### src/rtl/core/gray4_pkg.sv
// Shared types and constants of the RGB565 to 4-bit gray row packer.
`timescale 1ns / 1ps

package gray4_pkg;

   // Panel geometry used for the rotated row and column addresses.
   localparam int PANEL_WIDTH  = 256;
   localparam int PANEL_HEIGHT = 64;

   // Field widths.
   localparam int PIXEL_W  = 16;
   localparam int WORD_W   = 32;
   localparam int COUNT_W  = 3;
   localparam int CSR_W    = 8;
   localparam int ROW_W    = 6;
   localparam int COL_W    = 8;
   localparam int CSR_IDX_W = 2;

   // Line memory geometry: 128 packed bytes held as 32 words of 4 bytes.
   localparam int MEM_DEPTH  = 32;
   localparam int MEM_ADDR_W = 5;

   // Luma weights.
   localparam logic [7:0] WEIGHT_R = 8'd77;
   localparam logic [7:0] WEIGHT_G = 8'd150;
   localparam logic [7:0] WEIGHT_B = 8'd29;

   // Command word bytes.
   localparam logic [7:0] CMD_ROW_ADDR = 8'hB0;
   localparam logic [7:0] CMD_COL_HIGH = 8'h10;

   // Full byte count of a data or command word.
   localparam logic [COUNT_W-1:0] FULL_COUNT = 3'd4;

   // Panel-relative constants for the rotated addresses.
   localparam logic [15:0] PANEL_X_MAX = 16'(PANEL_WIDTH - 1);
   localparam logic [7:0]  PANEL_Y_MAX = 8'(PANEL_HEIGHT - 1);

   // Register indexes of the configuration port.
   typedef enum logic [CSR_IDX_W-1:0] {
      CSR_X_FIRST = 2'd0,
      CSR_X_LAST  = 2'd1,
      CSR_Y_FIRST = 2'd2,
      CSR_Y_LAST  = 2'd3
   } csr_index_type;

   // Control states of the packer.
   typedef enum logic [2:0] {
      ST_PIXEL = 3'b001,
      ST_CMD   = 3'b010,
      ST_DATA  = 3'b100
   } state_type;

   // Keeps the top bytes of a word that hold valid data, zeroes the rest.
   function automatic logic [WORD_W-1:0] keep_bytes(input logic [COUNT_W-1:0] count);
      logic [WORD_W-1:0] mask;
      case (count)
         3'd1:    mask = 32'hFF00_0000;
         3'd2:    mask = 32'hFFFF_0000;
         3'd3:    mask = 32'hFFFF_FF00;
         default: mask = 32'hFFFF_FFFF;
      endcase
      return mask;
   endfunction

endpackage

### src/rtl/core/rgb565_gray4_rotated_row_packer_core.sv
// Top level of the RGB565 to 4-bit gray rotated row packer.
`timescale 1ns / 1ps

// The block takes the RGB565 pixels of the configured area in row-major order, one per
// cycle, turns each into a 4-bit luma nibble and packs the row in reversed order, two
// pixels per byte, into a line memory of 32 words by 4 bytes. On the last pixel of a row
// the input stalls while the row drains: one command transaction (rotated row and column
// address) and then ceil(w/8) data transactions of up to four bytes, where w is the row
// width in pixels. The drain is served by the single read port of the line memory, which
// delivers one word per cycle while the result side does not stall. A configuration
// write restarts the area at its top row and drops a partly received row.
module rgb565_gray4_rotated_row_packer_core (
   input  logic                           clock,
   input  logic                           reset,
   // Configuration port.
   input  logic                           csr_we,
   input  logic [gray4_pkg::CSR_IDX_W-1:0] csr_index,
   input  logic [gray4_pkg::CSR_W-1:0]    csr_wdata,
   // Pixel input channel.
   input  logic                           req_valid,
   output logic                           req_stall,
   input  logic [gray4_pkg::PIXEL_W-1:0]  req_pixel,
   // Result channel.
   output logic                           rsp_valid,
   input  logic                           rsp_stall,
   output logic [gray4_pkg::WORD_W-1:0]   rsp_out_word,
   output logic [gray4_pkg::COUNT_W-1:0]  rsp_byte_count,
   output logic                           rsp_is_command,
   output logic                           rsp_row_end,
   output logic                           rsp_area_end
);
   import gray4_pkg::*;

   // Configuration registers.
   logic [COL_W-1:0] x_first_ff;
   logic [COL_W-1:0] x_last_ff;
   logic [ROW_W-1:0] y_first_ff;
   logic [ROW_W-1:0] y_last_ff;

   // Control state.
   state_type              state_ff, state_in;
   logic [COL_W-1:0]       column_ff, column_in;
   logic [ROW_W-1:0]       row_ff, row_in;
   logic [MEM_ADDR_W-1:0]  word_ff, word_in;
   logic                   last_row_ff, last_row_in;
   logic [3:0]             low_nib_ff;

   // Line memory and its registered read data.
   logic [WORD_W-1:0]      line_mem_ff [MEM_DEPTH];
   logic [WORD_W-1:0]      rd_data_ff;

   // Output register.
   logic                   rsp_valid_ff, rsp_valid_in;
   logic [WORD_W-1:0]      out_word_ff, out_word_in;
   logic [COUNT_W-1:0]     byte_count_ff, byte_count_in;
   logic                   is_command_ff, is_command_in;
   logic                   row_end_ff, row_end_in;
   logic                   area_end_ff, area_end_in;

   // Effective area bounds.
   logic [COL_W-1:0]  eff_xf;
   logic [COL_W-1:0]  eff_xl;
   logic [COL_W-1:0]  span;
   logic [ROW_W-1:0]  eff_yl;
   logic              at_last_row;

   // Pixel path.
   logic              pixel_accept;
   logic              row_done;
   logic [7:0]        red8, green8, blue8;
   logic [15:0]       luma_sum;
   logic [3:0]        nib;
   logic [COL_W-1:0]  byte_pos;
   logic              mem_we;
   logic [MEM_ADDR_W-1:0] wr_word;
   logic [1:0]        wr_lane;

   // Drain path.
   logic              out_free;
   logic              last_word;
   logic [COUNT_W-1:0] data_count;
   logic [15:0]       col_diff;
   logic [7:0]        col_addr;
   logic [7:0]        prow;

   // Area bounds with the forced column parity and the inverted-range fixes.
   always_comb begin
      eff_xf = {x_first_ff[COL_W-1:1], 1'b0};
      eff_xl = {x_last_ff[COL_W-1:1], 1'b1};
      if (eff_xl < eff_xf) begin
         eff_xl = eff_xf + 8'd1;
      end
      span   = eff_xl - eff_xf;
      eff_yl = (y_last_ff < y_first_ff) ? y_first_ff : y_last_ff;
   end

   assign at_last_row = (row_ff >= eff_yl);

   // Luma of the incoming pixel, reduced to a nibble; the products are formed at 16 bits.
   always_comb begin
      red8     = {req_pixel[15:11], req_pixel[15:13]};
      green8   = {req_pixel[10:5], req_pixel[10:9]};
      blue8    = {req_pixel[4:0], req_pixel[4:2]};
      luma_sum = 16'(red8) * 16'(WEIGHT_R) + 16'(green8) * 16'(WEIGHT_G)
                 + 16'(blue8) * 16'(WEIGHT_B);
      nib      = luma_sum[15:12];
   end

   assign req_stall    = (state_ff != ST_PIXEL);
   assign pixel_accept = req_valid && !req_stall;
   assign row_done     = (column_ff == span);

   // The pair of pixels of one byte arrives back to back: the near pixel is held and
   // the whole byte is written with the far pixel in the high nibble.
   always_comb begin
      byte_pos = span - column_ff;
      wr_word  = byte_pos[7:3];
      wr_lane  = byte_pos[2:1];
      mem_we   = pixel_accept && column_ff[0];
   end

   always_ff @(posedge clock) begin
      if (pixel_accept && !column_ff[0]) begin
         low_nib_ff <= nib;
      end
      if (mem_we) begin
         line_mem_ff[wr_word][{~wr_lane, 3'b000} +: 8] <= {nib, low_nib_ff};
      end
      rd_data_ff <= line_mem_ff[word_in];
   end

   // Rotated addresses for the command word.
   always_comb begin
      col_diff = PANEL_X_MAX - {8'd0, eff_xl};
      col_addr = col_diff[8:1];
      prow     = PANEL_Y_MAX - {2'd0, row_ff};
   end

   // Data word bookkeeping.
   assign out_free   = !rsp_valid_ff || !rsp_stall;
   assign last_word  = (word_ff == span[7:3]);
   assign data_count = last_word ? COUNT_W'({1'b0, span[2:1]} + 3'd1) : FULL_COUNT;

   // Sequencer: receive a row, then send the command and the packed words.
   always_comb begin
      state_in      = state_ff;
      column_in     = column_ff;
      row_in        = row_ff;
      word_in       = word_ff;
      last_row_in   = last_row_ff;
      rsp_valid_in  = rsp_valid_ff && rsp_stall;
      out_word_in   = out_word_ff;
      byte_count_in = byte_count_ff;
      is_command_in = is_command_ff;
      row_end_in    = row_end_ff;
      area_end_in   = area_end_ff;

      case (state_ff)
         ST_PIXEL: begin
            if (pixel_accept) begin
               if (row_done) begin
                  column_in = '0;
                  word_in   = '0;
                  state_in  = ST_CMD;
               end else begin
                  column_in = column_ff + 8'd1;
               end
            end
         end
         ST_CMD: begin
            if (out_free) begin
               rsp_valid_in  = 1'b1;
               out_word_in   = {CMD_ROW_ADDR, prow, 4'h0, col_addr[3:0],
                                CMD_COL_HIGH | {4'h0, col_addr[7:4]}};
               byte_count_in = FULL_COUNT;
               is_command_in = 1'b1;
               row_end_in    = 1'b0;
               area_end_in   = 1'b0;
               last_row_in   = at_last_row;
               row_in        = at_last_row ? y_first_ff : row_ff + 6'd1;
               state_in      = ST_DATA;
            end
         end
         ST_DATA: begin
            if (out_free) begin
               rsp_valid_in  = 1'b1;
               out_word_in   = rd_data_ff & keep_bytes(data_count);
               byte_count_in = data_count;
               is_command_in = 1'b0;
               row_end_in    = last_word;
               area_end_in   = last_word && last_row_ff;
               if (last_word) begin
                  state_in = ST_PIXEL;
               end else begin
                  word_in = word_ff + 5'd1;
               end
            end
         end
         default: begin
            state_in = ST_PIXEL;
         end
      endcase

      // Any register write restarts the area.
      if (csr_we) begin
         column_in = '0;
         case (csr_index)
            CSR_Y_FIRST: row_in = csr_wdata[ROW_W-1:0];
            default:     row_in = y_first_ff;
         endcase
      end
   end

   // Configuration registers.
   always_ff @(posedge clock) begin
      if (reset) begin
         x_first_ff <= 8'd0;
         x_last_ff  <= 8'd255;
         y_first_ff <= 6'd0;
         y_last_ff  <= 6'd63;
      end else if (csr_we) begin
         case (csr_index)
            CSR_X_FIRST: x_first_ff <= csr_wdata;
            CSR_X_LAST:  x_last_ff  <= csr_wdata;
            CSR_Y_FIRST: y_first_ff <= csr_wdata[ROW_W-1:0];
            CSR_Y_LAST:  y_last_ff  <= csr_wdata[ROW_W-1:0];
            default:     x_first_ff <= x_first_ff;
         endcase
      end
   end

   // Control registers.
   always_ff @(posedge clock) begin
      if (reset) begin
         state_ff     <= ST_PIXEL;
         column_ff    <= '0;
         row_ff       <= '0;
         word_ff      <= '0;
         last_row_ff  <= 1'b0;
         rsp_valid_ff <= 1'b0;
      end else begin
         state_ff     <= state_in;
         column_ff    <= column_in;
         row_ff       <= row_in;
         word_ff      <= word_in;
         last_row_ff  <= last_row_in;
         rsp_valid_ff <= rsp_valid_in;
      end
   end

   // Output payload registers.
   always_ff @(posedge clock) begin
      out_word_ff   <= out_word_in;
      byte_count_ff <= byte_count_in;
      is_command_ff <= is_command_in;
      row_end_ff    <= row_end_in;
      area_end_ff   <= area_end_in;
   end

   assign rsp_valid      = rsp_valid_ff;
   assign rsp_out_word   = out_word_ff;
   assign rsp_byte_count = byte_count_ff;
   assign rsp_is_command = is_command_ff;
   assign rsp_row_end    = row_end_ff;
   assign rsp_area_end   = area_end_ff;

endmodule

### config.mk
export PLATFORM = sky130hd
export DESIGN_NAME = rgb565_gray4_rotated_row_packer_core
export DESIGN_NICKNAME = d
export VERILOG_FILES = /design/src/rtl/core/gray4_pkg.sv /design/src/rtl/core/rgb565_gray4_rotated_row_packer_core.sv
export SDC_FILE = /design/constraint.sdc
export NUM_CORES = 2
export LEC_CHECK = 0
export BUFFER_PORTS_ARGS = -buffer_cell sky130_fd_sc_hd__buf_2
export CAP_MARGIN = 20
export CORE_ASPECT_RATIO = 0.6
export CORE_UTILIZATION = 65
export CTS_BUF_LIST = sky130_fd_sc_hd__clkbuf_4
export CTS_CLUSTER_SIZE = 28
export DETAILED_ROUTE_END_ITERATION = 6
export GPL_ROUTABILITY_DRIVEN = 0
export PLACE_DENSITY = 0.84
export SYNTH_ARGS = -nofsm -noshare
export SYNTH_HDL_FRONTEND = slang
export SYNTH_SLANG_ARGS = --single-unit
export TNS_END_PERCENT = 100
### constraint.sdc
create_clock -name clock -period 10.93 [get_ports clock]
set_input_delay 1.093 -clock clock [delete_from_list [all_inputs] [get_ports clock]]
set_output_delay 1.093 -clock clock [all_outputs]
set_load 0.02 [all_outputs]
==> metrics.md <==
| Metric | Value |
|---|---|
| Routed len/inst | `23.8 µm` |
| Max-slew violations | `0` |
| Async set-reset flop share out of synthesis | `0` |
| Max IR drop VDD | `0.208 mV` |
| DRT iter0 DRCs | `4905` |
| Main synth FF type | `edfxtp_1` |
| Status | `finished, violations left` |
| Grt ovf | `0` |
| Gr usage total | `0.315` |
| Post_cts resized | `0` |
| Worst R2R Path Depth | `20` |
| # IOs | `slightly above 70` |
| DIE HEIGHT | `214 µm` |
| Failing checks | `DRC` |
| Final worst-path cycle share | `0.723` |
| Fin crit period | `7910 ps` |
| Flop2flop setup slack | `3630 ps` |
| Crit path max fanout | `32` |
| Mapped Cells | `3737` |
| Nets | `4102` |
| Clock sink count | `about 1100` |
| Synthesized area per cell | `13.1 µm²` |
| Synthesized flop and latch total | `approximately 1100` |
| CTS root buf | `clkbuf_4` |
| Crit path required time | `approximately 12000 ps` |
| Routed via count | `32200` |
| Setup repair bufs after CTS | `0` |
| Fill cells | `4586` |
| Final Hold Vio Count | `0` |
| Min-delay src | `csr_wdata[6]` |
| Setup crit end kind | `register` |
| Initial antenna violation count | `3` |
| Hold Path Class | `primary input to register` |
| Crit path kind | `primary input to register` |
| Die ar. | `76300 µm²` |
| CORE AREA | `74000 µm²` |
| Htree depth | `4` |
| Antenna Nets Post-Route | `0` |
| Die width | `356 µm` |
| Max Cap Viol | `0` |
| Clock-pin slew on the worst setup and hold paths | `70 ps` |
| Distinct cells, synth | `76` |
| Hold_buf cts | `0` |
| CTS tree | `built` |
| Clock Latency Late Sink | `1050 ps` |
| Pre-antenna DRT Iters | `7` |
| Placement Rows | `77` |
| Worst rel slew slack | `0.201` |
| Leakage | `18.5 nW` |
| Crit start category | `primary input` |
| TritonCTS Buffers | `232` |
| Initial Utilization | `0.660` |
| Drt drc | `1` |
| Final setup viols | `0` |
| Hold EP | `x_last_ff[6]` |
| Total power | `10.7 mW` |
| Buffers on Ports | `70` |
| Worst EP arrival | `roughly 8500 ps` |
| Commonest non-fill, non-tap cell in the layout | `edfxtp_1` |
| Finished Layout Cells | `5051` |
| Synthesized area | `48800 µm²` |
| Placed insts | `around 4600` |
| WHS Path Cells | `3` |
| Reg-to-reg startpoint | `x_first_ff[7]` |
| Area added between synthesis and finish | `8.97%` |
| Vias/cell | `~6.4` |
| Vias in the first global route | `30600` |
| Worst-Margin Slew | `1200 ps` |
| Drt total wl | `120000 µm` |
| Synthesis Warnings | `0` |
| Most frequent cells in the layout | `edfxtp_1 (1066), nand2_1 (857), clkbuf_4 (371)` |
| Post-Syn Nets | `slightly below 4000` |
| Largest net degree at the start of global routing | `215` |
| RSZ-0062 raised after global routing | `no` |
| Max Freq | `126 MHz` |
| Skew final | `about 65 ps` |
| Clk buf depth | `3` |
| Post-synthesis sequential area ratio | `0.689` |
| R2R Path End | `rd_data_ff[24]` |
| Setup TNS | `0 ps` |
| Layout cell share with drive strength beyond 1 | `0.135` |
| Placed wire-length estimate | `73000 µm` |
| First-pass GRT wire length | `181000 µm` |
| Pwr Density | `201 nW/µm²` |
| EDFF count, synth | `1066` |
stage by stage:
step	hold slack (ps)	area, µm²	setup slack [ps]	util
after floorplan	449	48800	3120	-
after global placement	457	50000	2170	0.675
after detailed placement	470	50100	2050	0.676
after CTS	210	53000	3060	0.717
after global routing	284	53200	2780	0.719
final	316	53200	3020	0.719
cell type report:
type	count	area, µm²	share of cell area
Multi-Input combinational cell	2266	13900	0.262
Inverter	123	462	0.00867
Antenna cell	2	5.00	0.0000940
Sequential cell	1148	33700	0.632
Tap cell	987	1230	0.0232
Timing Repair Buffer	123	970	0.0182
Clock buffer	371	2790	0.0523
Clock inverter	31	201	0.00378
worst max-delay path by stage:
| stage | from | endpoint | slack, ps | cells after the start |
|---|---|---|---|---|
| 6_report | req_pixel[9] | line_mem_ff[4][31] | 3020 | 25 |
| 5_1_grt | req_pixel[9] | line_mem_ff[25][15] | 2780 | 25 |
| 4_1_cts | req_pixel[9] | line_mem_ff[17][23] | 3060 | 25 |
| 3_5_place_dp | req_pixel[9] | line_mem_ff[0][23] | 2050 | 25 |
| 3_3_place_gp | req_pixel[9] | line_mem_ff[0][23] | 2170 | 25 |
| 2_1_floorplan | req_pixel[7] | line_mem_ff[0][7] | 3120 | 24 |
kinds of logic (layout without fill, tap and decap cells):
| kind of cell | count (synthesis) | after routing | synth area share |
|---|---|---|---|
| XOR/XNOR | 43 | 43 | 0.00873 |
| flip-flops | 1148 | 1148 | 0.689 |
| buffers and inverters | 323 | 648 | 0.0284 |
| AND/OR/NAND/NOR | 1493 | 1493 | 0.130 |
| adder cells (fa/ha/maj) | 177 | 177 | 0.0539 |
| AO/OA/AOI/OAI | 407 | 407 | 0.0599 |
| other | 0 | 2 | 0 |
| multiplexers | 146 | 146 | 0.0300 |
state kept, by name (all words and copies together) (netlist names), 3 cells and up:
| signal | flops |
|---|---|
| y_first_ff | 6 |
| word_ff | 5 |
| line_mem_ff | 1024 |
| x_first_ff | 7 |
| rsp_byte_count | 3 |
| rsp_out_word | 32 |
| x_last_ff | 7 |
| column_ff | 8 |
| y_last_ff | 6 |
| row_ff | 6 |
| state_ff | 3 |
| low_nib_ff | 4 |
| rd_data_ff | 32 |
cell usage after synthesis, drive strengths merged (31+ instances only):
cell	count	share of area
inv	123	0.0095
buf	93	0.011
edfxtp	1066	0.66
dfxtp	82	0.034
a32oi	126	0.023
mux2i	141	0.029
a21oi	50	0.0054
nor2	211	0.016
fa	56	0.023
nand3	282	0.029
ha	121	0.031
a31oi	129	0.017
o21ai	31	0.0033
nand2	857	0.066
nor4	32	0.0044
clkbuf	107	0.0082
power by group:
group          switching, mW  internal, mW  total, mW
registers             0.0167          5.30       5.31
logic                   1.57         0.639       2.21
clock network           1.61          1.59       3.19
critical path, stage by stage:
cell,delay (ps)
buf_2,200
ha_1,270
ha_1,280
inv_1,60
fa_1,490
fa_1,520
inv_1,40
ha_1,320
a21oi_1,210
xnor2_1,150
ha_1,260
fa_1,500
inv_1,50
fa_1,470
fa_1,550
inv_1,50
ha_1,300
a21o_1,180
a21o_1,160
a21oi_1,150
o21ai_0,320
a211oi_1,380
o21bai_1,130
xnor2_1,870
nor2_2,480
metal layers:
layer  part of all wire  global-route usage
met2               0.43               0.437
met3               0.15              0.0798
met5                  0                   0
met1               0.40               0.487
met4              0.027               0.105
(Power assumes the default switching activity.)
